==> src/y2r_pkg.sv <==
`timescale 1ns / 1ps

package y2r_pkg;

  // YUV-to-RGB coefficients, scaled by 1000
  localparam logic signed [19:0] COEF_Y  = 20'sd1164;
  localparam logic signed [18:0] COEF_RV = 19'sd1159;
  localparam logic signed [16:0] COEF_GU = 17'sd380;
  localparam logic signed [17:0] COEF_GV = 18'sd813;
  localparam logic signed [19:0] COEF_BU = 20'sd2018;

  localparam logic signed [8:0] Y_OFFS = 9'sd16;
  localparam logic signed [8:0] C_OFFS = 9'sd128;

  // Divide by 1000 as multiply by ceil(2^28 / 1000), then shift by 28.
  // This is exact for every dividend below 256000.
  localparam int unsigned RECIP_SHIFT = 28;
  localparam logic [18:0] SCALE_RECIP = 19'd268436;

  // Largest dividend that still gives 255 after the divide
  localparam logic [17:0] CLIP_MAX = 18'd255999;

  // Scaled channel after clamping, ready for the divide
  typedef logic [17:0] chan_t;
  // Product of a scaled channel and the reciprocal
  typedef logic [36:0] prod_t;

  // Clamp a scaled channel sum to 0..CLIP_MAX
  function automatic chan_t clip_chan(input logic signed [20:0] s);
    chan_t res;
    if (s[20]) begin
      res = '0;
    end else if (s > $signed({3'b000, CLIP_MAX})) begin
      res = CLIP_MAX;
    end else begin
      res = s[17:0];
    end
    return res;
  endfunction

  // Pack three 8-bit channels as RGB565
  function automatic logic [15:0] pack565(input logic [7:0] r, input logic [7:0] g,
                                          input logic [7:0] b);
    return {r[7:3], g[7:2], b[7:3]};
  endfunction

endpackage

==> src/yuv422_pair_to_rgb565_unit.sv <==
`timescale 1ns / 1ps

// Throughput: one pair per cycle; busy is held low, the four stages
// (chroma/luma multiply, green term add, sum and clamp, divide and pack)
// never stall since the receiver takes every result.
// Reset clears the stage valid bits only; no result follows reset.
module yuv422_pair_to_rgb565_unit
  import y2r_pkg::*;
(
  input  logic        clk,
  input  logic        rst,
  input  logic        start,
  output logic        busy,
  input  logic [7:0]  luma_first,
  input  logic [7:0]  luma_second,
  input  logic [7:0]  chroma_blue,
  input  logic [7:0]  chroma_red,
  input  logic        frame_end_in,
  output logic        done,
  output logic [15:0] rgb_first,
  output logic [15:0] rgb_second,
  output logic        frame_end_out
);

  // Stage valid bits
  logic v1, v2, v3, v4;

  // Stage 1 registers: products
  logic signed [19:0] ys1 [2];
  logic signed [18:0] rt1;
  logic signed [16:0] gu1;
  logic signed [17:0] gv1;
  logic signed [19:0] bt1;
  logic               fe1;

  // Stage 2 registers: chroma terms
  logic signed [19:0] ys2 [2];
  logic signed [18:0] rt2;
  logic signed [18:0] gt2;
  logic signed [19:0] bt2;
  logic               fe2;

  // Stage 3 registers: clamped scaled channels, [pixel][r,g,b]
  chan_t u3 [2][3];
  logic  fe3;

  // Stage 1 combinational
  logic signed [8:0] y_s [2];
  logic signed [8:0] cb_s, cr_s;

  // Stage 3 and 4 combinational
  logic signed [20:0] sum [2][3];
  chan_t              u_next [2][3];
  logic [7:0]         q [2][3];

  assign busy = 1'b0;

  // Remove offsets from samples
  always_comb begin
    y_s[0] = $signed({1'b0, luma_first}) - Y_OFFS;
    y_s[1] = $signed({1'b0, luma_second}) - Y_OFFS;
    cb_s   = $signed({1'b0, chroma_blue}) - C_OFFS;
    cr_s   = $signed({1'b0, chroma_red}) - C_OFFS;
  end

  // Advance the valid bits
  always_ff @(posedge clk) begin
    if (rst) begin
      v1 <= 1'b0;
      v2 <= 1'b0;
      v3 <= 1'b0;
      v4 <= 1'b0;
    end else begin
      v1 <= start;
      v2 <= v1;
      v3 <= v2;
      v4 <= v3;
    end
  end

  // Stage 1: one multiply per term
  always_ff @(posedge clk) begin
    ys1[0] <= 20'(y_s[0]) * COEF_Y;
    ys1[1] <= 20'(y_s[1]) * COEF_Y;
    rt1    <= 19'(cr_s) * COEF_RV;
    gu1    <= 17'(cb_s) * COEF_GU;
    gv1    <= 18'(cr_s) * COEF_GV;
    bt1    <= 20'(cb_s) * COEF_BU;
    fe1    <= frame_end_in;
  end

  // Stage 2: combine the green chroma term
  always_ff @(posedge clk) begin
    ys2[0] <= ys1[0];
    ys2[1] <= ys1[1];
    rt2    <= rt1;
    gt2    <= 19'(gu1) + 19'(gv1);
    bt2    <= bt1;
    fe2    <= fe1;
  end

  // Stage 3: form each channel and clamp it to the divide range
  always_comb begin
    for (int p = 0; p < 2; p++) begin
      sum[p][0]    = 21'(ys2[p]) + 21'(rt2);
      sum[p][1]    = 21'(ys2[p]) - 21'(gt2);
      sum[p][2]    = 21'(ys2[p]) + 21'(bt2);
      for (int c = 0; c < 3; c++) begin
        u_next[p][c] = clip_chan(sum[p][c]);
      end
    end
  end

  always_ff @(posedge clk) begin
    u3  <= u_next;
    fe3 <= fe2;
  end

  // Stage 4: divide by 1000 through the reciprocal
  always_comb begin
    for (int p = 0; p < 2; p++) begin
      for (int c = 0; c < 3; c++) begin
        q[p][c] = 8'((prod_t'(u3[p][c]) * prod_t'(SCALE_RECIP)) >> RECIP_SHIFT);
      end
    end
  end

  // Pack and hold the result
  always_ff @(posedge clk) begin
    rgb_first     <= pack565(q[0][0], q[0][1], q[0][2]);
    rgb_second    <= pack565(q[1][0], q[1][1], q[1][2]);
    frame_end_out <= fe3;
  end

  assign done = v4;

`ifndef SYNTHESIS
  // Every accepted item gives its result, marked by done
  a_start_done: assert property (@(posedge clk) disable iff (rst)
    start |-> ##4 done)
    else $error("accepted item did not produce a result");

  // No result without a matching accepted item
  a_done_origin: assert property (@(posedge clk) disable iff (rst)
    done |-> $past(start, 4))
    else $error("result without accepted item");

  // Frame end marker travels with its item
  a_frame_end: assert property (@(posedge clk) disable iff (rst)
    done |-> (frame_end_out == $past(frame_end_in, 4)))
    else $error("frame end marker mismatch");

  // Black luma with neutral chroma gives a black first pixel
  a_black: assert property (@(posedge clk) disable iff (rst)
    (start && (luma_first <= 8'd16) && (chroma_blue == 8'd128) &&
     (chroma_red == 8'd128)) |-> ##4 (rgb_first == 16'h0000))
    else $error("black input did not give a black pixel");
`endif

endmodule
==> config.mk <==
export PLATFORM = sky130hd
export DESIGN_NAME = yuv422_pair_to_rgb565_unit
export DESIGN_NICKNAME = d
export VERILOG_FILES = /design/src/y2r_pkg.sv /design/src/yuv422_pair_to_rgb565_unit.sv
export SDC_FILE = /design/constraint.sdc
export NUM_CORES = 2
export LEC_CHECK = 0
export ABC_CLOCK_PERIOD_IN_PS = 6570
export BUFFER_PORTS_ARGS = -buffer_cell sky130_fd_sc_hd__buf_4
export CORE_UTILIZATION = 55
export CTS_CLUSTER_DIAMETER = 120
export DETAILED_ROUTE_END_ITERATION = 12
export PLACE_DENSITY = 0.71
export SYNTH_ARGS = -nofsm -noshare
export SYNTH_HDL_FRONTEND = slang
export SYNTH_SLANG_ARGS = --single-unit
==> constraint.sdc <==
create_clock -name clk -period 6.57 [get_ports clk]
set_input_delay 0.9855 -clock clk [delete_from_list [all_inputs] [get_ports clk]]
set_output_delay 0.9855 -clock clk [all_outputs]
set_load 0.005 [all_outputs]
### Word-level counts from Yosys, hierarchy flattened

Memory sizes are Yosys's and may differ from the RTL's.
Index checks and enable logic that the tools add are counted.
W data, S select, Z words.

* div/mod/pow operators: 0
* reduce and logical (&&, ||, !) cells: 6
* $add $sub $neg: 11
* $lt $le $gt $ge: 6
* equality and inequality tests: 0
* shifts and indexed selects: 0
* mux-type cells: 6
* multipliers: 12
* bitwise logic cells: 0

Operators with widths (count)
* $mul A18 B17 Y34 const B: 6
* $gt A21 B19 Y1 const B: 6
* $mux W18: 6
* $add A20 B19 Y21: 2
* $add A20 B20 Y21: 2
* $sub A20 B19 Y21: 2
* $mul A9 B10 Y18 const B: 2
* $add A17 B18 Y19: 1
* $mul A9 B11 Y19 const B: 1
* $mul A9 B12 Y19 const B: 1
* $mul A9 B11 Y18 const B: 1
* $sub A8 B5 Y9 const B: 2
* $sub A8 B8 Y9 const B: 2
* $mul A9 B8 Y15 const B: 1
* $reduce_or A2 Y1: 6

* input port bits: 36
* latch bits: 0
* output and inout bits: 35
* ROM bits: 0
* logic and storage cells: 72
* RAM bits: 76
* register bits after elaboration: 276
* memories kept: 2

Memory list
* ys2: words 2, bits a word 20, rd ports 2, clocked after Yosys merged registers in 0, write ports 2, RTL line yuv422_pair_to_rgb565_unit.sv:37 `logic signed [19:0] ys2 [2];`
* ys1: words 2, bits a word 18, rd ports 2, clocked after Yosys merged registers in 0, write ports 2, RTL line yuv422_pair_to_rgb565_unit.sv:29 `logic signed [19:0] ys1 [2];`

### Depth between registers and ports, before layout

An unclocked memory read counts as a cell.

* depth after elaboration: 4
* mapped depth: 21
* gate-level depth less buffers: 21

### Least setup slack after synthesis

Ideal clock, no wire load.

* kind: input port to flip-flop
* start: input port chroma_blue[0]
* end: register bt1[19]
* slack: 1.232 ns
* data arrival time: 5.220 ns
* data required time: 6.452 ns
* path buffers: 0
* library setup time: 0.118 ns
* cell stages on the path: 19
* path through: fa_1 -> ha_1 -> inv_1 -> fa_1 -> inv_1 -> fa_1 -> inv_1 -> fa_1 -> inv_1 -> ha_1 -> a21o_1 -> a21oi_1 -> o21ai_0 -> a21oi_1 -> nor2b_1 -> o2111ai_1 -> nand3_1 -> o41a_1 -> xnor2_1

* longest elaborated chain between the ends: 2

Ends and longest elaborated chain
* from (decl): RTL line yuv422_pair_to_rgb565_unit.sv:16 `input logic [7:0] chroma_blue,`
* $sub A8 B8 Y9: RTL line yuv422_pair_to_rgb565_unit.sv:62 `cb_s = $signed({1'b0, chroma_blue}) - C_OFFS;`
* $mul A9 B11 Y19: RTL line yuv422_pair_to_rgb565_unit.sv:88 `bt1 <= 20'(cb_s) * COEF_BU;`
* to (signal assigned): RTL line yuv422_pair_to_rgb565_unit.sv:88
* to (decl): RTL line yuv422_pair_to_rgb565_unit.sv:33 `logic signed [19:0] bt1;`

Every way passes these cells.
A chain may end at the register's enable or synchronous reset.

==> results by group <==
Yosys
  – Number of synthesized flops with an enable pin: 0
  – Fraction of registers with async set/reset: 0%
  – Synth Cell Area: 43,000 um2
  – Syn Nets: 6,085
  – Ys flop type: dfxtp_1
  – Post-synthesis cell type count: 79
  – Synth Instances: around 4,400
  – Avg Inst Size Synth: 9.83 um2
  – Yosys warns: 0
  – Post-synthesis sequential area ratio: 16.1%
  – FF+latch count, synth: roughly 350

Global route
  – First-pass GRT wire length: 150,000 um
  – Total GRT Usage: 23.6%
  – Grt ovf: 0
  – Initial antenna violation count: 0
  – Vias in the first global route: about 30,000
  – Pin count of the biggest net entering global routing: 21

Critical path
  – Crit. End Element: register
  – Critical path class: register to register
  – Cells on worst reg2reg path: 19
  – Reg2reg start: u3[25]$_SDFF_PN0_
  – CP max FO: 6
  – FF-to-FF End: rgb_second[10]$_DFF_P_
  – CP Data Required Time: roughly 7.0 ns
  – CP Launch Type: register
  – Worst Path Arrival: 5.95 ns
  – Worst R2R Setup Slack: between 1 and 1.5 ns

Finish
  – Multi-input logic area: 32,400 um2
  – FILL cells: 6,478
  – Final #Nets: about 6,200
  – ANT cells: 0
  – Syn-to-layout area delta: 7.32%
  – Final Cell Area: 46,200 um2
  – Sequential cell area: 6910 um2
  – Layout cells sized above 1: 3.91%

Clock network
  – Max clock buf depth: 3
  – Setup Fix Bufs, Post-CTS: 0
  – Worst skew pair latency: ~0.61 ns
  – Clk root buf: clkbuf_16
  – CTS tree: built
  – Clk sinks: 345
  – CTS clock-pin slew for the worst setup and hold paths: around 0.070 ns
  – Hold_buf cts: 0
  – H-tree levels: 2
  – TritonCTS buffer count: between 40 and 50
  – Post_cts resized: 0

STA
  – Number of hold violations in the final report: 0
  – Setup TNS: 0 ns
  – Final WS setup: 1.10 ns
  – Pins Over Slew Limit: 0
  – Period minus WS final: 5.47 ns
  – Worst slew pin tran: between 1 and 1.5 ns
  – RSZ-0062 raised after global routing: false
  – Rel. slew slack: 18.2%
  – Period utilisation layout: 83.3%
  – Setup Skew: 0.0608 ns
  – Max Fclk: 0.183 GHz
  – Final setup viols: 0

Min path
  – WHS Path Cells: 0
  – Hold Path Sink: ys2[0][24]$_DFF_P_
  – Hold path start: ys1[0][20]$_DFF_P_
  – HP Class: register to register

Job
  – Maxcap violations: 0

Placement
  – Routability cong.: between 0.9 and 1
  – I/O Buffers: 69
  – DP Area: between 40,000 and 50,000 um2
  – Placement Setup Slack: ~0.8 ns
  – DPL Wire Length: 77,100 um

Die
  – # rows: 102
  – Area of the core: around 77,000 um2
  – IO Pins: 71
  – Die X: around 280 um
  – Die Y: 282 um
  – Die area: 79,300 um2
  – Initial Utilization: 55.5%

Drt
  – DR WL/cell: approximately 16 um
  – 1st-iter DRT viols: 1,182
  – Via count: 29,453
  – Vias per cell: around 5.3
  – ANT nets after route: 0
  – Total Wirelength: ~90,000 um
  – DR pass1 iterations: 5
  – DRC: 0

Status
  – Status: complete, no violations
## cell type report
class	count	area share, %
multi-input cells	3062	70.3
flip-flops and latches	345	15.0
clock buffers	51	2.46
well taps	1040	2.82
repair buffers	71	1.15
clock inverters	26	0.629
inverters	944	7.68
## flip-flops by register name, summed over array words and instances, names as in the netlist
| name | flops |
|---|---|
| bt1 | 19 |
| bt2 | 19 |
| done | 1 |
| fe1 | 1 |
| fe2 | 1 |
| fe3 | 1 |
| frame_end_out | 1 |
| gt2 | 19 |
| gu1 | 14 |
| gv1 | 18 |
| rgb_first | 16 |
| rgb_second | 16 |
| rt1 | 18 |
| rt2 | 18 |
| u3 | 108 |
| v1 | 1 |
| v2 | 1 |
| v3 | 1 |
| ys1 | 36 |
| ys2 | 36 |
## per-layer routing
metal  track usage, %  up-vias  wire (um)
li1                 -    14916          -
met1             31.8    13964      42900
met2             39.5      438      41300
met3             2.59      135       3210
met4             7.15        0       2780
met5                0        -          0
## Yosys cell counts (5+ instances only)
cell type,count,area [um2]
a2111oi_0,6,52.6
o41a_1,6,67.6
nor3_1,66,330
o21ai_0,117,586
nor2b_1,28,175
clkbuf_1,13,48.8
or3_1,13,81.3
fa_1,375,7510
a211oi_1,22,165
a31oi_1,21,131
o211ai_1,17,128
ha_1,1298,16200
o21bai_1,29,218
nor3b_1,7,52.6
nand2_1,111,417
and2_1,11,68.8
a21boi_0,29,218
o31ai_1,9,67.6
xor2_1,64,561
nor2_1,129,484
nor4_1,16,100
buf_1,6,22.5
nand4_1,24,150
and3_1,13,81.3
dfxtp_1,345,6910
a221o_1,5,50.1
o21a_1,49,368
o2111ai_1,7,61.3
nand3_1,58,290
a311oi_1,5,43.8
nand2b_1,21,131
and3b_1,6,52.6
a21o_1,67,503
a21oi_1,198,991
inv_1,944,3540
xnor2_1,127,1110
a211o_1,10,87.6
a31o_2,8,70.1
or2_2,15,93.8
## worst max-delay path by stage
stage                            startpoint                     end  slack [ns]  depth (start not counted)
after floorplan              chroma_blue[0]         bt1[19]$_DFF_P_        1.23                         19
after global placement       chroma_blue[0]         bt1[19]$_DFF_P_        0.90                         20
after detailed placement     chroma_blue[0]         bt1[19]$_DFF_P_        0.79                         20
after CTS                 u3[25]$_SDFF_PN0_  rgb_second[10]$_DFF_P_        1.08                         19
after global routing      u3[25]$_SDFF_PN0_  rgb_second[10]$_DFF_P_        0.81                         19
final                     u3[25]$_SDFF_PN0_  rgb_second[10]$_DFF_P_        1.10                         19
## worst max-delay path: stages, from the launching register on
cell,delay (ns)
dfxtp_1,0.48
ha_1,0.29
ha_1,0.22
fa_1,0.54
inv_1,0.05
fa_1,0.48
inv_1,0.06
fa_1,0.54
inv_1,0.06
fa_1,0.53
inv_1,0.04
ha_1,0.29
nand2_1,0.05
a211oi_1,0.34
nand4_1,0.15
o211ai_1,0.34
o21ai_0,0.21
o21ai_0,0.33
o21ai_0,0.18
xnor2_1,0.16
## logic make-up (layout without fill, tap and decap cells)
family	after synthesis	count (layout)	synth area share (%)
AND/OR/NAND/NOR	537	537	6.24
other	1	1	0.00872
AO/OA/AOI/OAI	655	655	9.96
multiplexers	5	5	0.119
buffers and inverters	969	1092	8.50
adder cells (fa/ha/maj)	1673	1673	55.2
XOR/XNOR	191	191	3.89
flip-flops	345	345	16.1
## placed cells by master (no fill, tap or decap), types with 6 or more instances in the layout
master / synthesis / routed
or2_2: 15 / 15
nand2b_1: 21 / 21
o41a_1: 6 / 6
o31ai_1: 9 / 9
and3b_1: 6 / 6
a31oi_1: 21 / 21
a21boi_0: 29 / 29
clkinvlp_4: 0 / 9
xnor2_1: 127 / 127
o21a_1: 49 / 49
nor2_1: 129 / 129
a31o_2: 8 / 8
inv_1: 944 / 944
and2_1: 11 / 11
nor3_1: 66 / 66
xor2_1: 64 / 64
nor3b_1: 7 / 7
nand2_1: 111 / 111
o211ai_1: 17 / 17
nand3_1: 58 / 58
buf_4: 1 / 71
a2111oi_0: 6 / 6
ha_1: 1298 / 1298
dfxtp_1: 345 / 345
a21oi_1: 198 / 198
a211o_1: 10 / 10
clkbuf_16: 0 / 42
nand4_1: 24 / 24
and3_1: 13 / 13
o2111ai_1: 7 / 7
nor2b_1: 28 / 28
o21ai_0: 117 / 117
a21o_1: 67 / 67
nor4_1: 16 / 16
or3_1: 13 / 13
a211oi_1: 22 / 22
o21bai_1: 29 / 29
fa_1: 375 / 375
## metrics by stage
step / util [%] / hold slack, ns / std cells
floorplan: - / 0.310 / 4376
global placement: 57.7 / 0.311 / 5462
detailed placement: 57.7 / 0.312 / 5462
CTS: 59.6 / 0.292 / 5539
global route: 59.6 / 0.297 / 5539
finish: 59.6 / 0.283 / 5539
Power is left out: the tool's default activity adds up to more than one toggle a clock period on the data nets, which glitch-free logic cannot reach.
